`src/sv/assert_macros.svh`:
```
// Assertion helper macros for the allocator RTL.
// No dependencies; included by files that carry concurrent checks.
`ifndef ASSERT_MACROS_SVH
`define ASSERT_MACROS_SVH
`ifndef SYNTHESIS
// Check that is disabled while reset is asserted.
`define ASSERT_RST(lbl, clk, rst_n, prop) \
  lbl: assert property (@(posedge clk) disable iff (!rst_n) prop) \
    else $error("assertion failed");
// Check that holds during reset as well.
`define ASSERT_ALWAYS(lbl, clk, prop) \
  lbl: assert property (@(posedge clk) prop) else $error("assertion failed");
`else
`define ASSERT_RST(lbl, clk, rst_n, prop)
`define ASSERT_ALWAYS(lbl, clk, prop)
`endif
`endif

```
`src/sv/wfba_pkg.sv`:
```
// Shared types and constants of the worst-fit block allocator.
// No dependencies.
package wfba_pkg;

  // Fixed field widths
  localparam int ActW  = 5;
  localparam int BlkW  = 4;

  localparam logic [ActW-1:0] ActiveReset = 5'd16;

  // Parameter defaults
  localparam int NumBlocksDef = 16;
  localparam int SizeBitsDef  = 16;

  typedef enum logic [0:0] {
    ACT_LOAD  = 1'b0,
    ACT_ALLOC = 1'b1
  } action_e;

  typedef enum logic [1:0] {
    ST_IDLE,
    ST_SCAN,
    ST_DONE
  } state_e;

endpackage

```
`src/sv/wfba_size_mem.sv`:
```
// Block size table: one write port, one read port with registered data.
// Depends on nothing but its parameters.
module wfba_size_mem #(
  parameter int Depth = 16,
  parameter int Width = 16
) (
  input  logic                     clk_i,
  input  logic                     we_i,
  input  logic [$clog2(Depth)-1:0] waddr_i,
  input  logic [Width-1:0]         wdata_i,
  input  logic                     re_i,
  input  logic [$clog2(Depth)-1:0] raddr_i,
  output logic [Width-1:0]         rdata_o
);

  logic [Width-1:0] mem_q [Depth];
  logic [Width-1:0] rdata_q;

  // write port
  always_ff @(posedge clk_i) begin
    if (we_i) begin
      mem_q[waddr_i] <= wdata_i;
    end
  end

  // read port, registered data
  always_ff @(posedge clk_i) begin
    if (re_i) begin
      rdata_q <= mem_q[raddr_i];
    end
  end

  assign rdata_o = rdata_q;

endmodule

```
`src/sv/wfba_core.sv`:
```
// Allocator sequencer: used marks, active count, scan over the size table.
// Depends on wfba_pkg, wfba_size_mem and assert_macros.svh.
`include "assert_macros.svh"
module wfba_core
  import wfba_pkg::*;
#(
  parameter int NumBlocks = NumBlocksDef,
  parameter int SizeBits  = SizeBitsDef
) (
  input  logic                clk_i,
  input  logic                rst_ni,
  input  logic                cfg_we_i,
  input  logic [ActW-1:0]     cfg_wdata_i,
  input  logic                in_valid_i,
  output logic                in_stall_o,
  input  logic                action_i,
  input  logic [BlkW-1:0]     target_block_i,
  input  logic [SizeBits-1:0] size_value_i,
  output logic                res_valid_o,
  input  logic                res_take_i,
  output logic                res_granted_o,
  output logic [BlkW-1:0]     res_block_o,
  output logic [SizeBits-1:0] res_leftover_o,
  output logic [SizeBits-1:0] res_size_o
);

  localparam int IdxW = $clog2(NumBlocks);
  localparam int CntW = $clog2(NumBlocks + 1);

  state_e               state_q, state_d;
  logic [ActW-1:0]      active_q;
  logic [NumBlocks-1:0] used_q, used_d;
  logic [CntW-1:0]      limit_q, limit_d;
  logic [CntW-1:0]      issue_q, issue_d;
  logic                 cmp_vld_q, cmp_vld_d;
  logic [IdxW-1:0]      cmp_idx_q, cmp_idx_d;
  logic [SizeBits-1:0]  req_q, req_d;
  logic                 found_q, found_d;
  logic [IdxW-1:0]      best_idx_q, best_idx_d;
  logic [SizeBits-1:0]  best_left_q, best_left_d;
  logic [SizeBits-1:0]  best_size_q, best_size_d;

  logic                 mem_we, mem_re;
  logic [IdxW-1:0]      rd_addr, tgt_idx;
  logic [SizeBits-1:0]  rdata, left;
  logic                 tgt_ok, fits;
  logic [CntW-1:0]      lim_calc;

  wfba_size_mem #(
    .Depth (NumBlocks),
    .Width (SizeBits)
  ) u_mem (
    .clk_i   (clk_i),
    .we_i    (mem_we),
    .waddr_i (tgt_idx),
    .wdata_i (size_value_i),
    .re_i    (mem_re),
    .raddr_i (rd_addr),
    .rdata_o (rdata)
  );

  assign tgt_idx  = IdxW'(target_block_i);
  assign tgt_ok   = 32'(target_block_i) < NumBlocks;
  assign lim_calc = (32'(active_q) > NumBlocks) ? CntW'(NumBlocks) : CntW'(active_q);
  assign rd_addr  = issue_q[IdxW-1:0];

  // compare of the word read last cycle
  assign fits = !used_q[cmp_idx_q] && (rdata >= req_q);
  assign left = rdata - req_q;

  // next state and outputs
  always_comb begin
    state_d     = state_q;
    used_d      = used_q;
    limit_d     = limit_q;
    issue_d     = issue_q;
    cmp_vld_d   = 1'b0;
    cmp_idx_d   = cmp_idx_q;
    req_d       = req_q;
    found_d     = found_q;
    best_idx_d  = best_idx_q;
    best_left_d = best_left_q;
    best_size_d = best_size_q;
    mem_we      = 1'b0;
    mem_re      = 1'b0;
    res_valid_o = 1'b0;
    unique case (state_q)
      ST_IDLE: begin
        if (in_valid_i) begin
          if (action_i == ACT_LOAD) begin
            if (tgt_ok) begin
              mem_we          = 1'b1;
              used_d[tgt_idx] = 1'b0;
            end
          end else begin
            req_d       = size_value_i;
            limit_d     = lim_calc;
            issue_d     = '0;
            found_d     = 1'b0;
            best_idx_d  = '0;
            best_left_d = '0;
            best_size_d = '0;
            state_d     = ST_SCAN;
          end
        end
      end
      ST_SCAN: begin
        if (cmp_vld_q && fits && (!found_q || left > best_left_q)) begin
          found_d     = 1'b1;
          best_idx_d  = cmp_idx_q;
          best_left_d = left;
          best_size_d = rdata;
        end
        if (issue_q < limit_q) begin
          mem_re    = 1'b1;
          cmp_vld_d = 1'b1;
          cmp_idx_d = rd_addr;
          issue_d   = issue_q + 1'b1;
        end else if (!cmp_vld_q) begin
          state_d = ST_DONE;
        end
      end
      ST_DONE: begin
        res_valid_o = 1'b1;
        if (res_take_i) begin
          if (found_q) begin
            used_d[best_idx_q] = 1'b1;
          end
          state_d = ST_IDLE;
        end
      end
      default: state_d = ST_IDLE;
    endcase
  end

  // control registers
  always_ff @(posedge clk_i or negedge rst_ni) begin
    if (!rst_ni) begin
      state_q   <= ST_IDLE;
      used_q    <= '0;
      active_q  <= ActiveReset;
      cmp_vld_q <= 1'b0;
      found_q   <= 1'b0;
    end else begin
      state_q   <= state_d;
      used_q    <= used_d;
      cmp_vld_q <= cmp_vld_d;
      found_q   <= found_d;
      if (cfg_we_i) begin
        active_q <= cfg_wdata_i;
      end
    end
  end

  // datapath registers
  always_ff @(posedge clk_i) begin
    limit_q     <= limit_d;
    issue_q     <= issue_d;
    cmp_idx_q   <= cmp_idx_d;
    req_q       <= req_d;
    best_idx_q  <= best_idx_d;
    best_left_q <= best_left_d;
    best_size_q <= best_size_d;
  end

  assign in_stall_o     = (state_q != ST_IDLE);
  assign res_granted_o  = found_q;
  assign res_block_o    = BlkW'(best_idx_q);
  assign res_leftover_o = best_left_q;
  assign res_size_o     = best_size_q;

  `ASSERT_RST(a_idle_no_cmp, clk_i, rst_ni, (state_q == ST_IDLE) |-> !cmp_vld_q)
  `ASSERT_RST(a_issue_bound, clk_i, rst_ni, (state_q == ST_SCAN) |-> (issue_q <= limit_q))
  `ASSERT_RST(a_best_active, clk_i, rst_ni, found_q |-> (CntW'(best_idx_q) < limit_q))
  `ASSERT_RST(a_mark_used, clk_i, rst_ni,
    (state_q == ST_DONE && res_take_i && found_q) |=> used_q[$past(best_idx_q)])

endmodule

```
`src/sv/worst_fit_block_allocator_unit.sv`:
```
// Worst-fit block allocator top level: core plus result output register; uses wfba_pkg, wfba_core.
// Load word: no result. Allocate word: scans the first limit entries of the size table,
// limit = min(active_blocks, NUM_BLOCKS), one entry per cycle from the read port, then
// the result goes to the result register; the input stalls until the result moves out,
// so an allocate word completes before the next word is taken.
// Reset clears all used marks, sets active_blocks to 16; sizes undefined until loaded.
module worst_fit_block_allocator_unit
  import wfba_pkg::*;
#(
  parameter int NUM_BLOCKS = NumBlocksDef,
  parameter int SIZE_BITS  = SizeBitsDef
) (
  input  logic                 clk_i,
  input  logic                 rst_ni,
  input  logic                 cfg_we_i,
  input  logic [ActW-1:0]      cfg_wdata_i,
  input  logic                 in_valid_i,
  output logic                 in_stall_o,
  input  logic                 action_i,
  input  logic [BlkW-1:0]      target_block_i,
  input  logic [SIZE_BITS-1:0] size_value_i,
  output logic                 out_valid_o,
  input  logic                 out_stall_i,
  output logic                 granted_o,
  output logic [BlkW-1:0]      chosen_block_o,
  output logic [SIZE_BITS-1:0] leftover_o,
  output logic [SIZE_BITS-1:0] chosen_size_o
);

  logic                 res_valid, res_take, res_granted;
  logic [BlkW-1:0]      res_block;
  logic [SIZE_BITS-1:0] res_leftover, res_size;
  logic                 out_valid_q;
  logic                 granted_q;
  logic [BlkW-1:0]      block_q;
  logic [SIZE_BITS-1:0] leftover_q, size_q;

  wfba_core #(
    .NumBlocks (NUM_BLOCKS),
    .SizeBits  (SIZE_BITS)
  ) u_core (
    .clk_i          (clk_i),
    .rst_ni         (rst_ni),
    .cfg_we_i       (cfg_we_i),
    .cfg_wdata_i    (cfg_wdata_i),
    .in_valid_i     (in_valid_i),
    .in_stall_o     (in_stall_o),
    .action_i       (action_i),
    .target_block_i (target_block_i),
    .size_value_i   (size_value_i),
    .res_valid_o    (res_valid),
    .res_take_i     (res_take),
    .res_granted_o  (res_granted),
    .res_block_o    (res_block),
    .res_leftover_o (res_leftover),
    .res_size_o     (res_size)
  );

  // output slot is free when empty or being drained this cycle
  assign res_take = res_valid && (!out_valid_q || !out_stall_i);

  always_ff @(posedge clk_i or negedge rst_ni) begin
    if (!rst_ni) begin
      out_valid_q <= 1'b0;
    end else if (res_take) begin
      out_valid_q <= 1'b1;
    end else if (!out_stall_i) begin
      out_valid_q <= 1'b0;
    end
  end

  // result word
  always_ff @(posedge clk_i) begin
    if (res_take) begin
      granted_q  <= res_granted;
      block_q    <= res_block;
      leftover_q <= res_leftover;
      size_q     <= res_size;
    end
  end

  assign out_valid_o    = out_valid_q;
  assign granted_o      = granted_q;
  assign chosen_block_o = block_q;
  assign leftover_o     = leftover_q;
  assign chosen_size_o  = size_q;

endmodule
```
`config.mk`:
```
export PLATFORM = sky130hd
export DESIGN_NAME = worst_fit_block_allocator_unit
export DESIGN_NICKNAME = d
export VERILOG_FILES = /design/src/sv/wfba_pkg.sv /design/src/sv/wfba_size_mem.sv /design/src/sv/wfba_core.sv /design/src/sv/worst_fit_block_allocator_unit.sv
export VERILOG_INCLUDE_DIRS = /design/src /design/src/sv
export SDC_FILE = /design/constraint.sdc
export NUM_CORES = 1
export LEC_CHECK = 0
export BUFFER_PORTS_ARGS = -buffer_cell sky130_fd_sc_hd__clkbuf_2
export CORE_ASPECT_RATIO = 2
export CORE_MARGIN = 5
export CORE_UTILIZATION = 65
export DETAILED_ROUTE_END_ITERATION = 10
export HOLD_SLACK_MARGIN = 0.06
export MAX_ROUTING_LAYER = met4
export PLACE_DENSITY = 0.92
export SYNTH_ARGS = -nofsm -noshare
export SYNTH_HDL_FRONTEND = slang
export SYNTH_SLANG_ARGS = --single-unit
```
`constraint.sdc`:
```
create_clock -name clk_i -period 8.96 [get_ports clk_i]
set_input_delay 0.896 -clock clk_i [delete_from_list [all_inputs] [get_ports clk_i]]
set_output_delay 0.896 -clock clk_i [all_outputs]
set_load 0.03 [all_outputs]
```
== Word-level counts from Yosys, hierarchy flattened ==
Memories as Yosys holds them, arrays and structs flattened. A register that Yosys moved wholly into a read port is not among the register bits.
Cells that the tools add are included.
Storage, ports and cells
  memories: 1
  flip-flop bits (word level): 129
  bits of input ports: 31
  memory bits (writable): 256
Operators by class
  bitwise gates (word level): 3
  mux-type cells: 45
  $add $sub $neg: 2
  $lt $le $gt $ge: 9
  equal/unequal tests: 12
  reductions and logical operators: 22
Memories
  u_core.u_mem.mem_q: depth 16, width 16, read ports 1, clocked after Yosys merged registers in 1, write ports 1, RTL line wfba_size_mem.sv:16  | logic [Width-1:0] mem_q [Depth];
Operators by type and width (number)
  $mux 16: 8
  $pmux 16 s2: 3
  $and 16x16->16: 1
  $ge 16x16->1: 1
  $gt 16x16->1: 1
  $mux 1: 16
  $not 16->16: 1
  $or 16x16->16: 1
  $sub 16x16->16: 1
  $lt 4x5->1 const B: 3
  $mux 5: 3
  $mux 4: 3
  $ne 2x2->1 const B: 6
  $mux 2: 5
  $pmux 5 s2: 1
  $reduce_and 5->1: 2
  $demux 1 s4: 2
  $ge 4x1->1 const B: 2
  $ne 2x1->1 const B: 4
  $pmux 4 s2: 1
  $reduce_and 4->1: 2
  $logic_and 1x1->1: 6
  $pmux 2 s3: 1
  $reduce_bool 2->1: 3
  other kinds (12): 16

== Logic depth before layout (Yosys ltp) ==
  depth after elaboration: 9
  gate-level depth with buffers: 15
  depth with buffers taken out: 14

== Modules after synthesis ==
From an unflattened synthesis, not the netlist that was laid out.
Second synthesis, totals
  cells, all modules: 920
  area, all modules: 16320.7 um^2
By module, submodules not included
  wfba_size_mem: area an instance 10202.3 um^2, cells each 432, times used 1
  wfba_core: area an instance 4963.5 um^2, cells each 448, times used 1
  worst_fit_block_allocator_unit: area an instance 1154.9 um^2, cells each 40, times used 1

== Least setup slack after synthesis ==
Ideal clock, no wire load.
  kind: reg2reg
  start point: reg u_core.u_mem.rdata_q[0], in the netlist u_core.u_mem.rdata_o[0], read port of u_core.u_mem.mem_q
  end point: reg u_core.best_idx_q[0], in the netlist u_core.res_block_o[0] (enable)
  cell stages (with the launch flop): 13
  path slack: 2983 ps
  arrival time: 5493 ps
  period minus slack after synthesis: 5977 ps
  library setup time: 484 ps
  path buffers: 0
  cell sequence: edfxtp_1 -> inv_1 -> ha_1 -> fa_1 -> nand2b_1 -> a21oi_2 -> a41oi_2 -> o31a_1 -> xnor2_1 -> ha_1 -> nand4_1 -> o311a_1 -> o31ai_1
On the way
  word-level cells in the longest chain between the ends: 6
RTL lines
  start: declaration: RTL line wfba_size_mem.sv:17  | logic [Width-1:0] rdata_q;
  $sub 16x16->16: RTL line wfba_core.sv:69  | assign left = rdata - req_q;
  via u_core.left[14]: RTL line wfba_core.sv:45  | logic [SizeBits-1:0] rdata, left;
  $gt 16x16->1: RTL line wfba_core.sv:108  | if (cmp_vld_q && fits && (!found_q || left > best_left_q)) begin
  $logic_or 1x1->1: RTL line wfba_core.sv:108
  $logic_and 1x1->1: RTL line wfba_core.sv:108
  $ne 2x1->1 (no source line)
  $reduce_and 4->1 (no source line)
  end signal: assignment: RTL line wfba_core.sv:161  | best_idx_q <= best_idx_d;
  end: declaration: RTL line wfba_core.sv:39  | logic [IdxW-1:0] best_idx_q, best_idx_d;
The timed path passes the listed nets, and every way through them passes these cells.
A chain may end at the register's enable or synchronous reset.

== Final worst setup path ==
  start point: reg u_core.u_mem.rdata_q[0], in the netlist u_core.u_mem.rdata_o[0], read port of u_core.u_mem.mem_q
  end point: reg u_core.best_size_q[2], in the netlist u_core.res_size_o[2] (enable)
On the way
  word-level cells in the longest chain between the ends: 6
RTL lines
  $sub 16x16->16: RTL line wfba_core.sv:69
  via u_core.left[14]: RTL line wfba_core.sv:45
  $gt 16x16->1: RTL line wfba_core.sv:108
  $logic_or 1x1->1: RTL line wfba_core.sv:108
  $logic_and 1x1->1: RTL line wfba_core.sv:108
  $ne 2x1->1 (no source line)
  $reduce_and 4->1 (no source line)
  end signal: assignment: RTL line wfba_core.sv:163  | best_size_q <= best_size_d;
  end: declaration: RTL line wfba_core.sv:41  | logic [SizeBits-1:0] best_size_q, best_size_d;
The timed path passes the listed nets, and every way through them passes these cells.

==> qor.csv <==
metric;value;unit
grt_usage;25.6;%
yosysTopAreaCellShare;69.5;%
syn_nets;935;
muxShareOfSynthArea;12.3;%
cts_resized;0;
ys_ff_latch;401;
synthAdderAreaFrac;2.98;%
setup.worst_path.start_class;register;
synth.distinct_cells;54;
grt_start_max_net_pins;69;
drc;0;
io_pins;70;
syn_to_final_growth;11.4;%
clock_latency;0.57;ns
synth.most_common_cell;edfxtp_1;
wl_per_cell;25.8;um
crit_arrival;4.40;ns
die_area;28400;um2
chipHeight;233;um
hold_viol_final;0;
route.detailed.vias_per_inst;6.40;
drv_slew;0;
clock.fmax;0.239;GHz
path_class;register to register;
min_period_over_period;46.8;%
fin_nets;1031;
first_global_vias;8758;
max_cap_viol_count;0;
drive_above_1_share;24.3;%
rsz0062_at_grt;false;
max_stage_delay;0.46;ns
htreeDepth;1;
cts_hold_buf;0;
clkSinkCount;401;
synth-simple-area-share;4.90;%
p_leak;6.33;nW
synth-main-ff-cell;edfxtp_1;
grt_pass1_wl;51700;um
min_period;4.19;ns
crit_required;9.17;ns
dp_hpwl;20700;um
synth_warnings;0;
status;finished, final reports clean;
tightest_slew;1.18;ns
synth_xor_area_share;0.864;%
postCtsSetupBuffers;0;
synthCells;866;
finalSetupViolations;0;
place_congestion;0.936;
cpMaxStageDelayCell;fa_1;
synth_edf_count;375;
peakVddDrop;0.197;mV
hp-class;input port to async pin;
cellPowerDensity;312;nW/um2
synth_area_leaders;edfxtp_1 (69%), mux4_2 (12%), dfrtp_1 (3.9%);
num_vias;8447;
endpoint_kind;register;
cp_common_cell;ha_1;
setup_tns;0;ns
antenna_found_initial;1;
die_x;122;um
postSynthAreaPerCell;18.7;um2
maxSlewHeadroom;21.0;%
stdcell_area;18100;um2
crit_chain;inv_1 -> ha_1 -> fa_1 -> nand2b_1 -> a21oi_2 -> a41oi_2 -> o31a_1 -> xnor2_1 -> ha_1 -> nand4_1 -> nor2_1 -> o21ai_0 -> o311a_1 -> o31ai_4 -> buf_4;
start_util;66.1;%
portBuffers;69;
seq_area_frac_synth;73.5;%
clk_path_buf_depth;3;
core;24500;um2
path_clk_slew;0.07;ns
synth_area;16200;um2
synthArstFlopShare;6.48;%
synth_commonest_cells;edfxtp_1 (375), mux4_2 (83), inv_1 (45);
cts_buffers;31;
path_max_fanout;36;
drt_iter0_drc;921;
finClkSkew;0.0103;ns
grt.overflow.total;0;
cts_tree;done;
placed_cell_area;17100;um2
drtPass1Iterations;5;
synth_top_family_by_area;multiplexers;
root_buffer;clkbuf_16;
yosys.area.top_type;edfxtp_1;
synth_compound_area_share;3.39;%
routed_wl;34000;um
postRouteAntennaNets;0;
utilization;73.6;%
rows;81;
## per-layer routing
layer / routed length [um] / vias up / global-route usage (%)
met3: 2280 / 105 / 2.98
met4: 1720 / 0 / 12.1
met2: 18700 / 453 / 44.8
met1: 11300 / 4293 / 29.4
met5: 0 / - / -
li1: - / 3596 / -
## worst max-delay path: cells and delay by family (launching register included)
| kind | cells | cell delay (ns) |
|---|---|---|
| XOR/XNOR | 1 | 0.14 |
| flip-flops | 1 | 0.33 |
| buffers and inverters | 2 | 0.49 |
| adder cells (fa/ha/maj) | 3 | 1.03 |
| AND/OR/NAND/NOR | 3 | 0.45 |
| AO/OA/AOI/OAI | 6 | 1.38 |
## layout make-up
class | instances | area [um2]
antenna | 1 | 2.50
clock buffer | 34 | 787
clock inverter | 23 | 214
fill | 1362 | 6460
inverter | 45 | 169
multi-input combinational | 389 | 4030
sequential | 401 | 11900
tap | 332 | 415
timing repair buffer | 94 | 533
## cells by family after synthesis
family,Yosys count
DFF,401
muxes,94
xor gates and xnor gates,16
buffers and inverters,76
AOI/OAI and AO/OA,84
and+or+nand+nor,157
adders and majority gates,38
## cells in the final DEF, fill, tap and decap left out, types with 3 or more instances in the layout
| cell type | count |
|---|---|
| edfxtp_1 | 375 |
| mux4_2 | 83 |
| clkbuf_2 | 69 |
| inv_1 | 45 |
| ha_1 | 37 |
| nor2_1 | 36 |
| nand2_1 | 33 |
| and2_1 | 33 |
| clkbuf_16 | 31 |
| dfrtp_1 | 25 |
| buf_4 | 25 |
| a21oi_1 | 17 |
| o21ai_1 | 17 |
| o21ai_0 | 10 |
| nor2b_1 | 9 |
| xor2_1 | 9 |
| nand2b_1 | 9 |
| nand3_1 | 8 |
| a21o_1 | 8 |
| clkinv_1 | 8 |
| clkinv_2 | 8 |
| nand4_1 | 7 |
| xnor2_1 | 7 |
| nor3_1 | 6 |
| mux2i_1 | 5 |
| mux2_2 | 5 |
| a211oi_1 | 4 |
| nor3_2 | 4 |
| bufinv_16 | 4 |
| and3_1 | 3 |
| clkbuf_1 | 3 |
## report_power, final
group | internal [W] | switching (W) | total, W
Sequential | 0.00235 | 0.000106 | 0.00246
Combinational | 0.000789 | 0.00103 | 0.00182
Clock | 0.000748 | 0.000617 | 0.00136
Total | 0.00389 | 0.00175 | 0.00564
## per-stage QoR
| step | hold WS, ns | power, W | setup slack [ns] | std cells |
|---|---|---|---|---|
| floorplan | 0.400 | 0.00383 | 2.98 | 866 |
| global placement | 0.403 | 0.00420 | 5.00 | 1261 |
| detailed placement | 0.405 | 0.00429 | 4.85 | 1261 |
| CTS | 0.373 | 0.00566 | 4.79 | 1318 |
| global route | 0.411 | 0.00592 | 4.53 | 1319 |
| finish | 0.361 | 0.00564 | 4.77 | 1319 |
## state kept, by name (all words and copies together), names as in the netlist, 16 cells and up
register,count
u_core.u_mem.mem_q,256
chosen_size_o,16
leftover_o,16
u_core.req_q,16
u_core.res_leftover_o,16
u_core.res_size_o,16
u_core.u_mem.rdata_o,16
u_core.used_q,16
## final timing paths
check                                              from                   end  slack, ns  cells after the start
max in group asynchronous                        rst_ni           out_valid_o       8.15                      1
worst min register to register     u_core.res_size_o[5]      chosen_size_o[5]       0.42                      0
min in group clk_i                 u_core.res_size_o[5]      chosen_size_o[5]       0.42                      0
worst max-delay path            u_core.u_mem.rdata_o[0]  u_core.res_size_o[2]       4.77                     15
worst max register to register  u_core.u_mem.rdata_o[0]  u_core.res_size_o[2]       4.77                     15
worst min-delay path                             rst_ni    u_core.active_q[3]       0.36                      1
Note: power is estimated with default switching activity, not from simulation.
